**src/rtl/itrd_pkg.sv**
```systemverilog
// ----------------------------------------------------------------------------
// itrd_pkg
// Shared widths, codes, types and the digit encoder for the radix digit unit.
// ----------------------------------------------------------------------------
package itrd_pkg;

    localparam int VALUE_W     = 31;
    localparam int RADIX_W     = 6;
    localparam int CHAR_W      = 7;
    localparam int POS_W       = 5;

    localparam int RADIX_MIN   = 2;
    localparam int RADIX_MAX   = 36;
    // a 31-bit value has at most 31 digits (base two)
    localparam int DIGIT_LIMIT = 31;

    // divider: dividend padded to a whole number of steps
    localparam int STEP_BITS   = 4;
    localparam int NUM_W       = 32;
    localparam int STEP_COUNT  = NUM_W / STEP_BITS;
    localparam int STEP_CNT_W  = $clog2(STEP_COUNT);

    localparam int QUEUE_DEPTH_DEF = 2;

    localparam logic [CHAR_W-1:0] CHAR_ZERO  = 7'h30;  // '0'
    localparam logic [CHAR_W-1:0] CHAR_ALPHA = 7'h41;  // 'A'
    localparam logic [RADIX_W-1:0] DEC_MAX   = 6'd9;
    localparam logic [RADIX_W-1:0] DEC_BASE  = 6'd10;

    typedef struct packed {
        logic [VALUE_W-1:0] value;
        logic [RADIX_W-1:0] radix;
    } t_job;

    typedef struct packed {
        logic full;
        logic empty;
    } t_q_stat;

    typedef enum logic [0:0] {
        ST_IDLE = 1'b0,
        ST_DIV  = 1'b1
    } t_back_state;

    function automatic logic [CHAR_W-1:0] digit_char(input logic [RADIX_W-1:0] rem);
        logic [CHAR_W-1:0] ch;
        if (rem > DEC_MAX) begin
            ch = CHAR_ALPHA + CHAR_W'(rem - DEC_BASE);
        end else begin
            ch = CHAR_ZERO + CHAR_W'(rem);
        end
        return ch;
    endfunction

endpackage

```
**src/rtl/itrd_front.sv**
```systemverilog
// ----------------------------------------------------------------------------
// itrd_front
// Takes items, drops those that give no digits, stages the rest for the queue.
// ----------------------------------------------------------------------------
module itrd_front
    import itrd_pkg::*;
(
    input  logic               i_clk,
    input  logic               i_rst_n,
    input  logic               start,
    output logic               busy,
    input  logic [VALUE_W-1:0] i_value,
    input  logic [RADIX_W-1:0] i_radix,
    input  t_q_stat            i_q_stat,
    output logic               o_push,
    output t_job               o_job
);

    logic r_valid;
    logic n_valid;
    t_job r_job;
    t_job n_job;
    logic accept;
    logic useful;

    // zero value or a base outside two..thirty-six yields nothing
    assign useful = (i_value != '0)
                 && (i_radix >= RADIX_W'(RADIX_MIN))
                 && (i_radix <= RADIX_W'(RADIX_MAX));

    assign busy   = r_valid & i_q_stat.full;
    assign accept = start & ~busy;
    assign o_push = r_valid & ~i_q_stat.full;
    assign o_job  = r_job;

    always_comb begin
        n_valid = r_valid;
        n_job   = r_job;
        if (accept) begin
            n_valid = useful;
            n_job   = '{value: i_value, radix: i_radix};
        end else if (o_push) begin
            n_valid = 1'b0;
        end
    end

    always_ff @(posedge i_clk) begin
        if (!i_rst_n) begin
            r_valid <= 1'b0;
        end else begin
            r_valid <= n_valid;
        end
        r_job <= n_job;
    end

endmodule

```
**src/rtl/itrd_queue.sv**
```systemverilog
// ----------------------------------------------------------------------------
// itrd_queue
// Small circular queue of pending items between front and back.
// ----------------------------------------------------------------------------
module itrd_queue
    import itrd_pkg::*;
#(
    parameter int DEPTH = QUEUE_DEPTH_DEF
) (
    input  logic    i_clk,
    input  logic    i_rst_n,
    input  logic    i_push,
    input  t_job    i_job,
    input  logic    i_pop,
    output t_job    o_job,
    output t_q_stat o_stat
);

    localparam int AW = $clog2(DEPTH);
    localparam int CW = $clog2(DEPTH + 1);

    t_job          r_mem [DEPTH];
    logic [AW-1:0] r_wr_ptr;
    logic [AW-1:0] r_rd_ptr;
    logic [CW-1:0] r_count;
    logic [AW-1:0] n_wr_ptr;
    logic [AW-1:0] n_rd_ptr;
    logic [CW-1:0] n_count;
    logic          do_push;
    logic          do_pop;

    assign o_stat.full  = (r_count == CW'(DEPTH));
    assign o_stat.empty = (r_count == '0);
    assign o_job        = r_mem[r_rd_ptr];

    assign do_push = i_push & ~o_stat.full;
    assign do_pop  = i_pop & ~o_stat.empty;

    always_comb begin
        n_wr_ptr = r_wr_ptr;
        n_rd_ptr = r_rd_ptr;
        n_count  = r_count;
        if (do_push) begin
            n_wr_ptr = (r_wr_ptr == AW'(DEPTH - 1)) ? '0 : r_wr_ptr + 1'b1;
        end
        if (do_pop) begin
            n_rd_ptr = (r_rd_ptr == AW'(DEPTH - 1)) ? '0 : r_rd_ptr + 1'b1;
        end
        if (do_push && !do_pop) begin
            n_count = r_count + 1'b1;
        end else if (do_pop && !do_push) begin
            n_count = r_count - 1'b1;
        end
    end

    always_ff @(posedge i_clk) begin
        if (!i_rst_n) begin
            r_wr_ptr <= '0;
            r_rd_ptr <= '0;
            r_count  <= '0;
        end else begin
            r_wr_ptr <= n_wr_ptr;
            r_rd_ptr <= n_rd_ptr;
            r_count  <= n_count;
        end
        if (do_push) begin
            r_mem[r_wr_ptr] <= i_job;
        end
    end

endmodule

```
**src/rtl/itrd_back.sv**
```systemverilog
// ----------------------------------------------------------------------------
// itrd_back
// Iterative divider: peels one digit per pass, emits it with its position.
// ----------------------------------------------------------------------------
module itrd_back
    import itrd_pkg::*;
(
    input  logic              i_clk,
    input  logic              i_rst_n,
    input  t_job              i_job,
    input  t_q_stat           i_q_stat,
    output logic              o_pop,
    output logic              o_digit_strobe,
    output logic [CHAR_W-1:0] o_digit_char,
    output logic [POS_W-1:0]  o_digit_position,
    output logic              o_last_digit
);

    t_back_state           r_state;
    t_back_state           n_state;
    logic [NUM_W-1:0]      r_num;
    logic [NUM_W-1:0]      n_num;
    logic [RADIX_W-1:0]    r_radix;
    logic [RADIX_W-1:0]    n_radix;
    logic [RADIX_W-1:0]    r_rem;
    logic [RADIX_W-1:0]    n_rem;
    logic [STEP_CNT_W-1:0] r_step;
    logic [STEP_CNT_W-1:0] n_step;
    logic [POS_W-1:0]      r_pos;
    logic [POS_W-1:0]      n_pos;
    logic                  r_strobe;
    logic                  n_strobe;
    logic [CHAR_W-1:0]     r_char;
    logic [CHAR_W-1:0]     n_char;
    logic [POS_W-1:0]      r_out_pos;
    logic [POS_W-1:0]      n_out_pos;
    logic                  r_last;
    logic                  n_last;

    logic [NUM_W-1:0]      step_num;
    logic [RADIX_W-1:0]    step_rem;
    logic [RADIX_W:0]      trial;
    logic                  is_last;

    // restoring division, STEP_BITS quotient bits per cycle
    always_comb begin
        step_num = r_num;
        step_rem = r_rem;
        trial    = '0;
        for (int i = 0; i < STEP_BITS; i++) begin
            trial    = {step_rem, step_num[NUM_W-1]};
            step_num = {step_num[NUM_W-2:0], 1'b0};
            if (trial >= {1'b0, r_radix}) begin
                step_rem    = RADIX_W'(trial - {1'b0, r_radix});
                step_num[0] = 1'b1;
            end else begin
                step_rem = trial[RADIX_W-1:0];
            end
        end
    end

    assign is_last = (step_num == '0) || (r_pos == POS_W'(DIGIT_LIMIT - 1));

    always_comb begin
        n_state   = r_state;
        n_num     = r_num;
        n_radix   = r_radix;
        n_rem     = r_rem;
        n_step    = r_step;
        n_pos     = r_pos;
        n_strobe  = 1'b0;
        n_char    = r_char;
        n_out_pos = r_out_pos;
        n_last    = r_last;
        o_pop     = 1'b0;
        unique case (r_state)
            ST_IDLE: begin
                if (!i_q_stat.empty) begin
                    o_pop   = 1'b1;
                    n_num   = {{(NUM_W - VALUE_W){1'b0}}, i_job.value};
                    n_radix = i_job.radix;
                    n_rem   = '0;
                    n_step  = '0;
                    n_pos   = '0;
                    n_state = ST_DIV;
                end
            end
            ST_DIV: begin
                n_num  = step_num;
                n_rem  = step_rem;
                n_step = r_step + 1'b1;
                if (r_step == STEP_CNT_W'(STEP_COUNT - 1)) begin
                    n_strobe  = 1'b1;
                    n_char    = digit_char(step_rem);
                    n_out_pos = r_pos;
                    n_last    = is_last;
                    n_rem     = '0;
                    n_step    = '0;
                    n_pos     = r_pos + 1'b1;
                    if (is_last) begin
                        n_state = ST_IDLE;
                    end
                end
            end
            default: begin
                n_state = ST_IDLE;
            end
        endcase
    end

    always_ff @(posedge i_clk) begin
        if (!i_rst_n) begin
            r_state  <= ST_IDLE;
            r_strobe <= 1'b0;
        end else begin
            r_state  <= n_state;
            r_strobe <= n_strobe;
        end
        r_num     <= n_num;
        r_radix   <= n_radix;
        r_rem     <= n_rem;
        r_step    <= n_step;
        r_pos     <= n_pos;
        r_char    <= n_char;
        r_out_pos <= n_out_pos;
        r_last    <= n_last;
    end

    assign o_digit_strobe   = r_strobe;
    assign o_digit_char     = r_char;
    assign o_digit_position = r_out_pos;
    assign o_last_digit     = r_last;

endmodule

```
**src/rtl/integer_to_radix_digits_unit.sv**
```systemverilog
// ----------------------------------------------------------------------------
// integer_to_radix_digits_unit
// Converts a 31-bit integer into ASCII digits of base 2..36, least
// significant digit first, one strobed result per digit.
// ----------------------------------------------------------------------------
//
//  channel   | handshake               | payload
//  ----------+-------------------------+-------------------------------------
//  item in   | start high, busy low    | i_value, i_radix
//  digit out | o_digit_strobe (1 cyc)  | o_digit_char, o_digit_position,
//            |                         | o_last_digit
//
//  each digit is peeled by the shared divider, 4 quotient bits per cycle,
//  over the whole padded dividend; the back end loads an item from the
//  queue, then divides once per digit; items first pass the front stage
//  a zero value or a base outside 2..36 produces no digits
//  reset clears the front stage, the queue and the divider control
//  the receiver cannot stall; busy rises only when the front stage holds
//  an item and the queue is full
//
module integer_to_radix_digits_unit
    import itrd_pkg::*;
#(
    parameter int QUEUE_DEPTH = QUEUE_DEPTH_DEF
) (
    input  logic               i_clk,
    input  logic               i_rst_n,
    input  logic               start,
    output logic               busy,
    input  logic [VALUE_W-1:0] i_value,
    input  logic [RADIX_W-1:0] i_radix,
    output logic               o_digit_strobe,
    output logic [CHAR_W-1:0]  o_digit_char,
    output logic [POS_W-1:0]   o_digit_position,
    output logic               o_last_digit
);

    // front to queue
    logic    push;
    t_job    push_job;
    // queue to back
    logic    pop;
    t_job    head_job;
    t_q_stat q_stat;

    // classify and stage
    itrd_front u_front (
        .i_clk    (i_clk),
        .i_rst_n  (i_rst_n),
        .start    (start),
        .busy     (busy),
        .i_value  (i_value),
        .i_radix  (i_radix),
        .i_q_stat (q_stat),
        .o_push   (push),
        .o_job    (push_job)
    );

    // decouples intake from the long conversion
    itrd_queue #(
        .DEPTH (QUEUE_DEPTH)
    ) u_queue (
        .i_clk   (i_clk),
        .i_rst_n (i_rst_n),
        .i_push  (push),
        .i_job   (push_job),
        .i_pop   (pop),
        .o_job   (head_job),
        .o_stat  (q_stat)
    );

    // repeated division, one digit per pass
    itrd_back u_back (
        .i_clk            (i_clk),
        .i_rst_n          (i_rst_n),
        .i_job            (head_job),
        .i_q_stat         (q_stat),
        .o_pop            (pop),
        .o_digit_strobe   (o_digit_strobe),
        .o_digit_char     (o_digit_char),
        .o_digit_position (o_digit_position),
        .o_last_digit     (o_last_digit)
    );

endmodule

```
**config.mk**
```make
export PLATFORM = sky130hd
export DESIGN_NAME = integer_to_radix_digits_unit
export DESIGN_NICKNAME = d
export VERILOG_FILES = /design/src/rtl/itrd_pkg.sv /design/src/rtl/itrd_front.sv /design/src/rtl/itrd_queue.sv /design/src/rtl/itrd_back.sv /design/src/rtl/integer_to_radix_digits_unit.sv
export SDC_FILE = /design/constraint.sdc
export NUM_CORES = 1
export LEC_CHECK = 0
export ABC_AREA = 1
export BUFFER_PORTS_ARGS = -buffer_cell sky130_fd_sc_hd__buf_4
export CAP_MARGIN = 20
export CELL_PAD_IN_SITES_DETAIL_PLACEMENT = 1
export CELL_PAD_IN_SITES_GLOBAL_PLACEMENT = 1
export CORE_MARGIN = 2
export CORE_UTILIZATION = 40
export CTS_CLUSTER_SIZE = 28
export DETAILED_ROUTE_END_ITERATION = 8
export GPL_TIMING_DRIVEN = 1
export PLACE_DENSITY_LB_ADDON = 0.1
export REMOVE_ABC_BUFFERS = 1
export SLEW_MARGIN = 20
export SYNTH_ARGS = -nofsm -noshare
export SYNTH_HDL_FRONTEND = slang
export SYNTH_SLANG_ARGS = --single-unit
```
**constraint.sdc**
```tcl
create_clock -name i_clk -period 6.9 [get_ports i_clk]
set_input_delay 1.725 -clock i_clk [delete_from_list [all_inputs] [get_ports i_clk]]
set_output_delay 1.725 -clock i_clk [all_outputs]
set_load 0.01 [all_outputs]
```
==> impl_metrics.csv, run 1 <==
group,metric,value,unit
timing,finClkSkew,0.00833,ns
timing,fin_crit_sh,93.9,%
run_status,status,"complete, no violations",
timing,min_period,6.48,ns
critical_path,critical-path-max-stage-delay,0.43,ns
final_layout,layout-drive-gt1-share,24.4,%
cts,root_buffer,"clkbuf_16",
synth,dominantRegCellSynth,"edfxtp_1",
worst_hold_path,holdPathEnd,"u_queue.r_mem[0][32]$_DFFE_PP_",
final_layout,finish.utilization,49.8,%
final_layout,nNetsFinal,881,
synth,synth_top_family_by_area,"simple AND/OR/NAND/NOR gates",
floorplan,die_w,148,µm
placement,port_buffers,54,
route,drc_errors,0,
floorplan,placementRows,52,
worst_hold_path,min_from,"u_front.o_job[32]$_DFFE_PP_",
worst_hold_path,min_path_type,"reg2reg",
route,drt_pass1_iterations,4,
synth,synth_area,0.00829,mm²
final_layout,nFillCells,2161,
final_layout,fin_area,0.0101,mm²
critical_path,r2r-start,"u_back.r_radix[1]$_DFFE_PP_",
critical_path,worstSetupPathType,"reg2reg",
floorplan,core,0.0203,mm²
timing,setup_viol,0,
global_route,grt_pass1_vias,5976,
global_route,gr-total-overflow,0,
final_layout,final_common_cell,"edfxtp_1",
synth,synth_simple_gate_area_share,14.9,%
cts,cts_tree,"built",
synth,synth-compound-area-share,7.82,%
global_route,grt.total_usage,19.2,%
global_route,antenna_found_initial,1,
global_route,grt_pass1_wl,31900,µm
run,maxCapViolCount,0,
timing,timing.setup.tns,0,ns
floorplan,die_area,0.0219,mm²
synth,synthXorXnorAreaFrac,1.90,%
cts,ctsHoldBuffers,0,
floorplan,ios,55,
route,viasPerCell,5.12,
placement,hpwlAfterDp,14200,µm
synth,syn_avg_cell_area,11.8,µm²
timing,worst_pin_slew,0.953,ns
critical_path,rr_endpoint,"u_back.o_digit_char[4]$_DFFE_PP_",
synth,ys_ff_latch,184,
critical_path,cpMostUsedCell,"nand2_1",
route,wl_per_cell,18.9,µm
critical_path,crit_path_start,"u_back.r_radix[1]$_DFFE_PP_",
synth,synth.distinct_cells,43,
final_layout,final_cell_mix,"176 x edfxtp_1, 131 x nand2_1, 97 x buf_4",
placement,place_congestion,0.828,
cts,htreeDepth,4,
synth,synth_edf_count,176,
route,dr_total_vias,5577,
critical_path,r2r_setup_slack,0.42,ns
critical_path,reg2regPathDepth,45,
timing,fmax,154,MHz
timing,finalMaxSlewViolations,0,
placement,place_area,0.00910,mm²
final_layout,area_delta_synth_final,21.9,%
cts,cts_sinks,184,
synth,yosys_warnings,0,
route,wirelength,20600,µm
route,final_antenna_net_count,0,
cts,worstSkewPairLatency,0.43,ns
synth,synth.area.mux_share,0,%
timing,slew_headroom,36.5,%
cts,clk_pin_slew,0.07,ns
global_route,grt_max_degree,39,
timing,whs,0.451,ns
route,first_iter_violations,238,
floorplan,initial_core_util,40.8,%
synth,syn_inst,705,
critical_path,cp_max_fo,10,
floorplan,die-height,148,µm
critical_path,slowest_stage,"edfxtp_1",
timing,finalHoldViolCount,0,
cts,clk_path_buf_depth,2,
synth,async_flop_share,0,%
cts,cts_buffers,17,
synth,ys_seq_area_share,65.7,%
worst_hold_path,holdPathStages,0,
critical_path,required,7.09,ns
synth,synth-adder-area-share,5.80,%
critical_path,worstPathArrival,6.67,ns
critical_path,crit_path_end_kind,"flip-flop",
critical_path,cp-start-kind,"flip-flop",
worst max-delay path by stage:
stage,slack [ns],cells after the start,endpoint
after detailed placement,-0.28,43,u_back.o_digit_char[4]$_DFFE_PP_
final,0.42,45,u_back.o_digit_char[4]$_DFFE_PP_
after global routing,-0.13,44,u_back.o_digit_char[2]$_DFFE_PP_
after global placement,0.03,43,u_back.o_digit_char[2]$_DFFE_PP_
after floorplan,0.55,45,u_back.o_digit_char[2]$_DFFE_PP_
after CTS,0.004,47,u_back.o_digit_char[4]$_DFFE_PP_
kinds of logic after synthesis:
| group | count (synthesis) |
|---|---|
| fa+ha+maj | 36 |
| compound gates | 115 |
| simple gates | 268 |
| flops | 184 |
| xor+xnor | 18 |
| buf+inv | 84 |
worst max-delay path: cells and delay by family, from the launching register on:
kind	cells	cell delay [ns]
and+or+nand+nor	25	2.49
DFF	1	0.43
AOI/OAI and AO/OA	9	1.39
adders and majority gates	5	1.32
buffers and inverters	6	0.57
routing by layer:
layer / share of wire (%) / vias up / GRT usage, %
met1: 43 / 2767 / 23.0
met3: 2.9 / 28 / 3.36
met4: 2.2 / 0 / 7.14
li1: - / 2686 / -
met5: 0 / - / 0
met2: 52 / 96 / 34.4
through the flow:
step	std cells	setup slack, ns
after floorplan	688	0.547
after global placement	1029	0.0319
after detailed placement	1029	-0.280
after CTS	1076	0.00374
after global routing	1088	-0.134
final	1089	0.419
flip-flops by register name, summed over array words and instances, names as in the netlist, 2 cells and up, named ones only:
name and flops:
u_back.r_step 3, u_back.r_radix 6, u_back.o_digit_position 5, u_back.r_pos 5, u_queue.r_mem 74, u_back.o_digit_char 7, u_back.r_rem 6, u_back.r_num 32
u_queue.r_count 2, u_front.o_job 37
what timing repair did:
action,in CTS,in global routing
buffers inserted,15,11
setup endpoints to repair,7,10
resized for setup,4,39
gates cloned,0,1
pin swaps,7,12
layout make-up:
| class | count | area [µm²] | share of cell area (%) |
|---|---|---|---|
| Antenna cell | 1 | 2.50 | 0.0248 |
| Tap cell | 270 | 338 | 3.34 |
| Inverter | 67 | 259 | 2.56 |
| Multi-Input combinational cell | 438 | 2740 | 27.2 |
| Clock buffer | 17 | 425 | 4.21 |
| Clock inverter | 15 | 159 | 1.57 |
| Timing Repair Buffer | 97 | 728 | 7.21 |
| Sequential cell | 184 | 5450 | 53.9 |
cells in the mapped netlist, drive strengths merged, types with 3 or more instances:
cell type  count  area share, %
dfxtp          8            1.9
inv           67            3.0
nor3           5           0.30
buf            3           0.23
nor4          14            1.1
fa             4           0.97
nand2        143            6.7
or2            4           0.30
clkbuf        14           0.63
nand4         12           0.91
edfxtp       176             64
nor2          58            3.0
a31oi          3           0.23
xor2          10            1.1
a21oi         79            5.1
o21ai         27            1.9
ha            32            4.8
xnor2          8           0.85
nand3         29            2.4
Power of run 1 is left out: the tool's default activity adds up to more than one toggle a clock period on the data nets, which glitch-free logic cannot reach.
==> run 2: changes to the inputs <==
--- a/config.mk
+++ b/config.mk
@@ -11,7 +11,7 @@
 export CELL_PAD_IN_SITES_DETAIL_PLACEMENT = 1
 export CELL_PAD_IN_SITES_GLOBAL_PLACEMENT = 1
 export CORE_MARGIN = 2
-export CORE_UTILIZATION = 40
+export CORE_UTILIZATION = 49
 export CTS_CLUSTER_SIZE = 28
 export DETAILED_ROUTE_END_ITERATION = 8
 export GPL_TIMING_DRIVEN = 1
==> constraint.sdc (replaced) <==
create_clock -name i_clk -period 7.1 [get_ports i_clk]
set_input_delay 1.775 -clock i_clk [delete_from_list [all_inputs] [get_ports i_clk]]
set_output_delay 1.775 -clock i_clk [all_outputs]
set_load 0.01 [all_outputs]
==> run 2 against run 1 <==
Sequential share of layout area up 1.1 points; first-iteration DRC count up 26%; critical endpoint is now u_back.o_digit_char[3]$_DFFE_PP_; via count up 0.25%; critical path depth down 1.
==> impl_metrics.csv, run 2 (synthesis gave the netlist of run 1 again) <==
group,metric,value,unit
placement,dp.cells,972,
route,wirelength,20800,µm
cts,cts_sinks,184,
global_route,antenna_found_initial,0,
cts,root_buffer,"clkbuf_16",
floorplan,initial_core_util,50.0,%
run_status,status,"complete, no violations",
final_layout,layout-drive-gt1-share,21.4,%
route,wl_per_cell,20.3,µm
cts,clk_pin_slew,0.07,ns
final_layout,final_common_cell,"edfxtp_1",
final_layout,instances_no_fill,1024,
critical_path,critical_path_buf_inv_count,8,
timing,finalMaxSlewViolations,0,
critical_path,cp_max_fo,10,
cts,htreeDepth,4,
final_layout,area_delta_synth_final,19.5,%
placement,hpwlAfterDp,14300,µm
critical_path,required,7.28,ns
critical_path,worstPathArrival,6.89,ns
critical_path,r2r-start,"u_back.r_radix[5]$_DFFE_PP_",
cts,worstSkewPairLatency,0.43,ns
cts,cts_buffers,17,
worst_hold_path,min_path_type,"reg2reg",
critical_path,crit_path_start,"u_back.r_radix[5]$_DFFE_PP_",
final_layout,antenna_cells,0,
floorplan,core,0.0166,mm²
global_route,grt.total_usage,23.6,%
critical_path,slowest_stage,"edfxtp_1",
critical_path,critical-path-max-stage-delay,0.38,ns
floorplan,die_area,0.0180,mm²
floorplan,ios,55,
final_layout,nFillCells,1712,
global_route,grt_pass1_vias,5982,
final_layout,nNetsFinal,867,
timing,setup_slack,0.392,ns
placement,place_congestion,0.908,
route,drt_pass1_iterations,4,
critical_path,crit_path_end_kind,"flip-flop",
timing,finClkSkew,0.00757,ns
critical_path,r2r_setup_slack,0.39,ns
timing,fin_crit_sh,94.5,%
cts,cts_tree,"built",
critical_path,rr_endpoint,"u_back.o_digit_char[3]$_DFFE_PP_",
global_route,gr-total-overflow,0,
critical_path,reg2regPathDepth,44,
timing,setup_viol,0,
critical_path,path_delay_family,"simple AND/OR/NAND/NOR gates",
timing,whs,0.450,ns
worst_hold_path,holdPathEnd,"u_queue.r_mem[1][11]$_DFFE_PP_",
route,first_iter_violations,301,
floorplan,placementRows,47,
placement,place_ws,-0.0995,ns
final_layout,top_register,"u_queue.r_mem",
final_layout,final_cell_mix,"176 x edfxtp_1, 136 x nand2_1, 81 x buf_4",
cts,ctsHoldBuffers,0,
timing,slew_headroom,34.8,%
placement,port_buffers,54,
route,dr_total_vias,5591,
final_layout,largest_reg_flops,74,
timing,finalHoldViolCount,0,
route,drc_errors,0,
floorplan,die-height,134,µm
timing,min_period,6.71,ns
critical_path,cp-start-kind,"flip-flop",
cts,clk_path_buf_depth,2,
timing,timing.setup.tns,0,ns
global_route,grt_max_degree,43,
critical_path,cpMostUsedCell,"nand2_1",
global_route,grt_pass1_wl,31800,µm
critical_path,worstSetupPathType,"reg2reg",
route,final_antenna_net_count,0,
route,viasPerCell,5.46,
worst_hold_path,holdPathStages,0,
timing,fmax,149,MHz
floorplan,die_w,134,µm
worst_hold_path,min_from,"u_front.o_job[11]$_DFFE_PP_",
timing,worst_pin_slew,0.977,ns
run,maxCapViolCount,0,
-- run 2: repair_timing --
action,in CTS,in global routing
setup buffers,2,16
setup endpoints to repair,6,12
resized for setup,2,26
pin swaps,1,9
gates cloned,0,1
-- run 2: layout make-up --
cell class / instances / area [µm²] / area share [%]
Inverter: 67 / 256 / 2.59
Timing Repair Buffer: 83 / 656 / 6.62
Multi-Input combinational cell: 438 / 2690 / 27.2
Tap cell: 220 / 275 / 2.78
Clock buffer: 18 / 429 / 4.34
Clock inverter: 14 / 144 / 1.45
Sequential cell: 184 / 5450 / 55.0
-- run 2: per-layer routing --
| layer | part of all wire (%) | vias up | global-route usage, % |
|---|---|---|---|
| li1 | - | 2651 | - |
| met1 | 39 | 2765 | 27.5 |
| met2 | 54 | 134 | 43.2 |
| met3 | 3.8 | 41 | 3.89 |
| met4 | 3.1 | 0 | 9.88 |
| met5 | 0 | - | 0 |
-- run 2: worst max-delay path by stage --
stage | endpoint | depth (start not counted)
2_1_floorplan | u_back.o_digit_char[2]$_DFFE_PP_ | 45
3_3_place_gp | u_back.o_digit_char[4]$_DFFE_PP_ | 48
3_5_place_dp | u_back.o_digit_char[3]$_DFFE_PP_ | 47
4_1_cts | u_back.o_digit_char[3]$_DFFE_PP_ | 46
5_1_grt | u_back.o_digit_char[0]$_DFFE_PP_ | 47
6_report | u_back.o_digit_char[3]$_DFFE_PP_ | 44
-- run 2: per-stage QoR --
step,util [%],cell area [µm²]
finish,59.7,9900
global placement,54.2,8980
CTS,58.0,9610
floorplan,-,8210
detailed placement,54.4,9020
global route,59.7,9900
Power of run 2 is left out for the same reason.
==> run 3: changes to the inputs <==
--- a/config.mk
+++ b/config.mk
@@ -5,13 +5,13 @@
 export SDC_FILE = /design/constraint.sdc
 export NUM_CORES = 1
 export LEC_CHECK = 0
-export ABC_AREA = 1
 export BUFFER_PORTS_ARGS = -buffer_cell sky130_fd_sc_hd__buf_4
 export CAP_MARGIN = 20
 export CELL_PAD_IN_SITES_DETAIL_PLACEMENT = 1
 export CELL_PAD_IN_SITES_GLOBAL_PLACEMENT = 1
 export CORE_MARGIN = 2
-export CORE_UTILIZATION = 49
+export CORE_UTILIZATION = 50
+export CTS_CLUSTER_DIAMETER = 100
 export CTS_CLUSTER_SIZE = 28
 export DETAILED_ROUTE_END_ITERATION = 8
 export GPL_TIMING_DRIVEN = 1
==> run 3 against run 2 <==
The flow now finishes with violations (setup timing); flip-flop and latch count stayed put; cell count increased by 2.3%; routed wire length rose by 12%; worst setup slack got worse by 1.6 ns; die area is 1.9% lower; clock skew increased by 0.0084 ns; first-iteration DRC count fell by 12%; sequential share of layout area fell by 6.7 points; highest routed layer unchanged.
==> impl_metrics.csv, run 3 <==
group,metric,value,unit
critical_path,crit_path_start,"u_back.r_rem[0]$_SDFFCE_PP0P_",
final_layout,antenna_cells,0,
synth,syn_inst,595,
run_status,violations,"setup timing",
synth,ys_seq_area_share,65.7,%
timing,finalHoldViolCount,0,
route,wirelength,23200,µm
global_route,gr-total-overflow,0,
cts,cts_buffers,17,
synth,synth_top_area_share,63.7,%
route,drc_errors,0,
synth,synth_area,0.00829,mm²
final_layout,final_cell_mix,"199 x buf_4, 176 x edfxtp_1, 38 x nand2_1",
synth,ys_ff_latch,184,
run_status,status,"finished, violations left",
route,drt_pass1_iterations,5,
critical_path,worstSetupPathType,"reg2reg",
timing,finClkSkew,0.0159,ns
critical_path,slowest_stage,"edfxtp_1",
synth,yosys_warnings,0,
final_layout,nNetsFinal,891,
global_route,grt.total_usage,25.5,%
synth,ys_top_cells_by_area,"edfxtp_1 64%, ha_1 4.8%, mux2i_1 4.3%",
final_layout,layout-drive-gt1-share,41.2,%
worst_hold_path,min_path_type,"reg2reg",
timing,fin_crit_sh,116,%
cts,cts_tree,"built",
critical_path,r2r_setup_slack,-1.16,ns
global_route,grt_max_degree,75,
synth,syn_avg_cell_area,13.9,µm²
route,final_antenna_net_count,0,
cts,worstSkewPairLatency,0.44,ns
synth,async_flop_share,0,%
timing,worst_pin_slew,0.682,ns
synth,synth.distinct_cells,54,
critical_path,cp.depth,41,
synth,dominantRegCellSynth,"edfxtp_1",
cts,clk_pin_slew,0.08,ns
final_layout,final_common_cell,"buf_4",
synth,synth_top_area_cell,"edfxtp_1",
cts,clk_path_buf_depth,2,
floorplan,die_area,0.0176,mm²
floorplan,core,0.0164,mm²
critical_path,worstPathArrival,8.44,ns
floorplan,initial_core_util,50.5,%
placement,place_congestion,0.940,
timing,setup_viol,16,
global_route,grt_pass1_wl,33900,µm
synth,synth_edf_count,176,
critical_path,endpoint,"u_back.o_digit_char[5]$_DFFE_PP_",
floorplan,die-height,133,µm
timing,fmax,121,MHz
global_route,grt_pass1_vias,6371,
floorplan,die_w,133,µm
critical_path,reg2regPathDepth,41,
cts,root_buffer,"clkbuf_16",
route,viasPerCell,5.57,
cts,htreeDepth,4,
floorplan,placementRows,47,
global_route,antenna_found_initial,0,
synth,synth_common_cells,"176 x edfxtp_1, 45 x o21ai_0, 42 x nand2_1",
cts,cts_sinks,184,
placement,hpwlAfterDp,14200,µm
placement,port_buffers,54,
timing,min_period,8.26,ns
worst_hold_path,holdPathStages,0,
final_layout,multiInputGateArea,0.00318,mm²
critical_path,r2r-start,"u_back.r_rem[0]$_SDFFCE_PP0P_",
timing,setup_slack,-1.16,ns
final_layout,nFillCells,1544,
timing,slew_headroom,54.5,%
timing,rsz0062_at_grt,"true",
critical_path,required,7.28,ns
critical_path,path_delay_family,"compound AO/OA/AOI/OAI gates",
critical_path,cp_max_fo,7,
route,dr_total_vias,5834,
final_layout,largest_reg_flops,74,
route,wl_per_cell,22.1,µm
final_layout,top_register,"u_queue.r_mem",
route,first_iter_violations,266,
critical_path,cp-start-kind,"flip-flop",
critical_path,critical-path-max-stage-delay,0.45,ns
timing,finalMaxSlewViolations,0,
critical_path,crit_path_end_kind,"flip-flop",
timing,timing.setup.tns,-11.28,ns
final_layout,area_delta_synth_final,36.0,%
critical_path,critical_path_buf_inv_count,8,
critical_path,rr_endpoint,"u_back.o_digit_char[5]$_DFFE_PP_",
synth,synth_most_common_cell,"edfxtp_1",
floorplan,ios,55,
run,maxCapViolCount,0,
final_layout,seqCellArea,0.00545,mm²
## run 3: layer usage
metal  share of wire (%)  up-vias  track usage [%]
li1                    -     2706                -
met1                  39     2940             27.8
met2                  55      134             47.7
met3                 2.6       54             4.21
met4                 4.1        0             12.7
met5                   0        -                0
## run 3: stage by stage
| step | setup WS, ns | util [%] | cells | hold slack (ns) | cell area (µm²) |
|---|---|---|---|---|---|
| after floorplan | -1.46 | - | 580 | 0.421 | 8230 |
| final | -1.16 | 68.8 | 1048 | 0.450 | 11300 |
| after CTS | -0.559 | 66.7 | 1031 | 0.449 | 10900 |
| after global routing | -1.45 | 68.8 | 1048 | 0.460 | 11300 |
| after global placement | -0.934 | 59.3 | 961 | 0.422 | 9730 |
| after detailed placement | -1.34 | 59.3 | 961 | 0.431 | 9730 |
## run 3: worst min path at each step
stage / start / endpoint / slack (ns)
2_1_floorplan: u_front.o_job[0]$_DFFE_PP_ / u_queue.r_mem[0][0]$_DFFE_PP_ / 0.42
3_3_place_gp: u_front.o_job[32]$_DFFE_PP_ / u_queue.r_mem[0][32]$_DFFE_PP_ / 0.42
3_5_place_dp: u_front.o_job[30]$_DFFE_PP_ / u_queue.r_mem[0][30]$_DFFE_PP_ / 0.43
4_1_cts: u_front.o_job[30]$_DFFE_PP_ / u_queue.r_mem[1][30]$_DFFE_PP_ / 0.45
5_1_grt: u_front.o_job[28]$_DFFE_PP_ / u_queue.r_mem[0][28]$_DFFE_PP_ / 0.46
6_report: u_front.o_job[17]$_DFFE_PP_ / u_queue.r_mem[1][17]$_DFFE_PP_ / 0.45
## run 3: kinds of logic after synthesis
logic type | after synthesis | share of synthesized area (%)
simple gates | 153 | 9.66
compound gates | 113 | 9.04
buf+inv | 42 | 1.93
fa+ha+maj | 36 | 5.79
flops | 184 | 65.7
mux | 46 | 5.70
xor+xnor | 21 | 2.22
## run 3: final cells by class
type | count | share of cell area (%)
clock buffer | 17 | 3.77
sequential | 184 | 48.3
tap | 220 | 2.44
inverter | 27 | 0.921
multi-input combinational | 369 | 28.2
clock inverter | 15 | 1.39
timing repair buffer | 216 | 15.0
## run 3: what timing repair did
action | 4_1_cts | 5_1_grt
resized for setup | 73 | 48
endpoints found under the setup margin | 16 | 16
pin swaps | 39 | 31
buffers inserted | 38 | 17
hold buffers | 0 | 0
Power of run 3 is left out for the same reason.
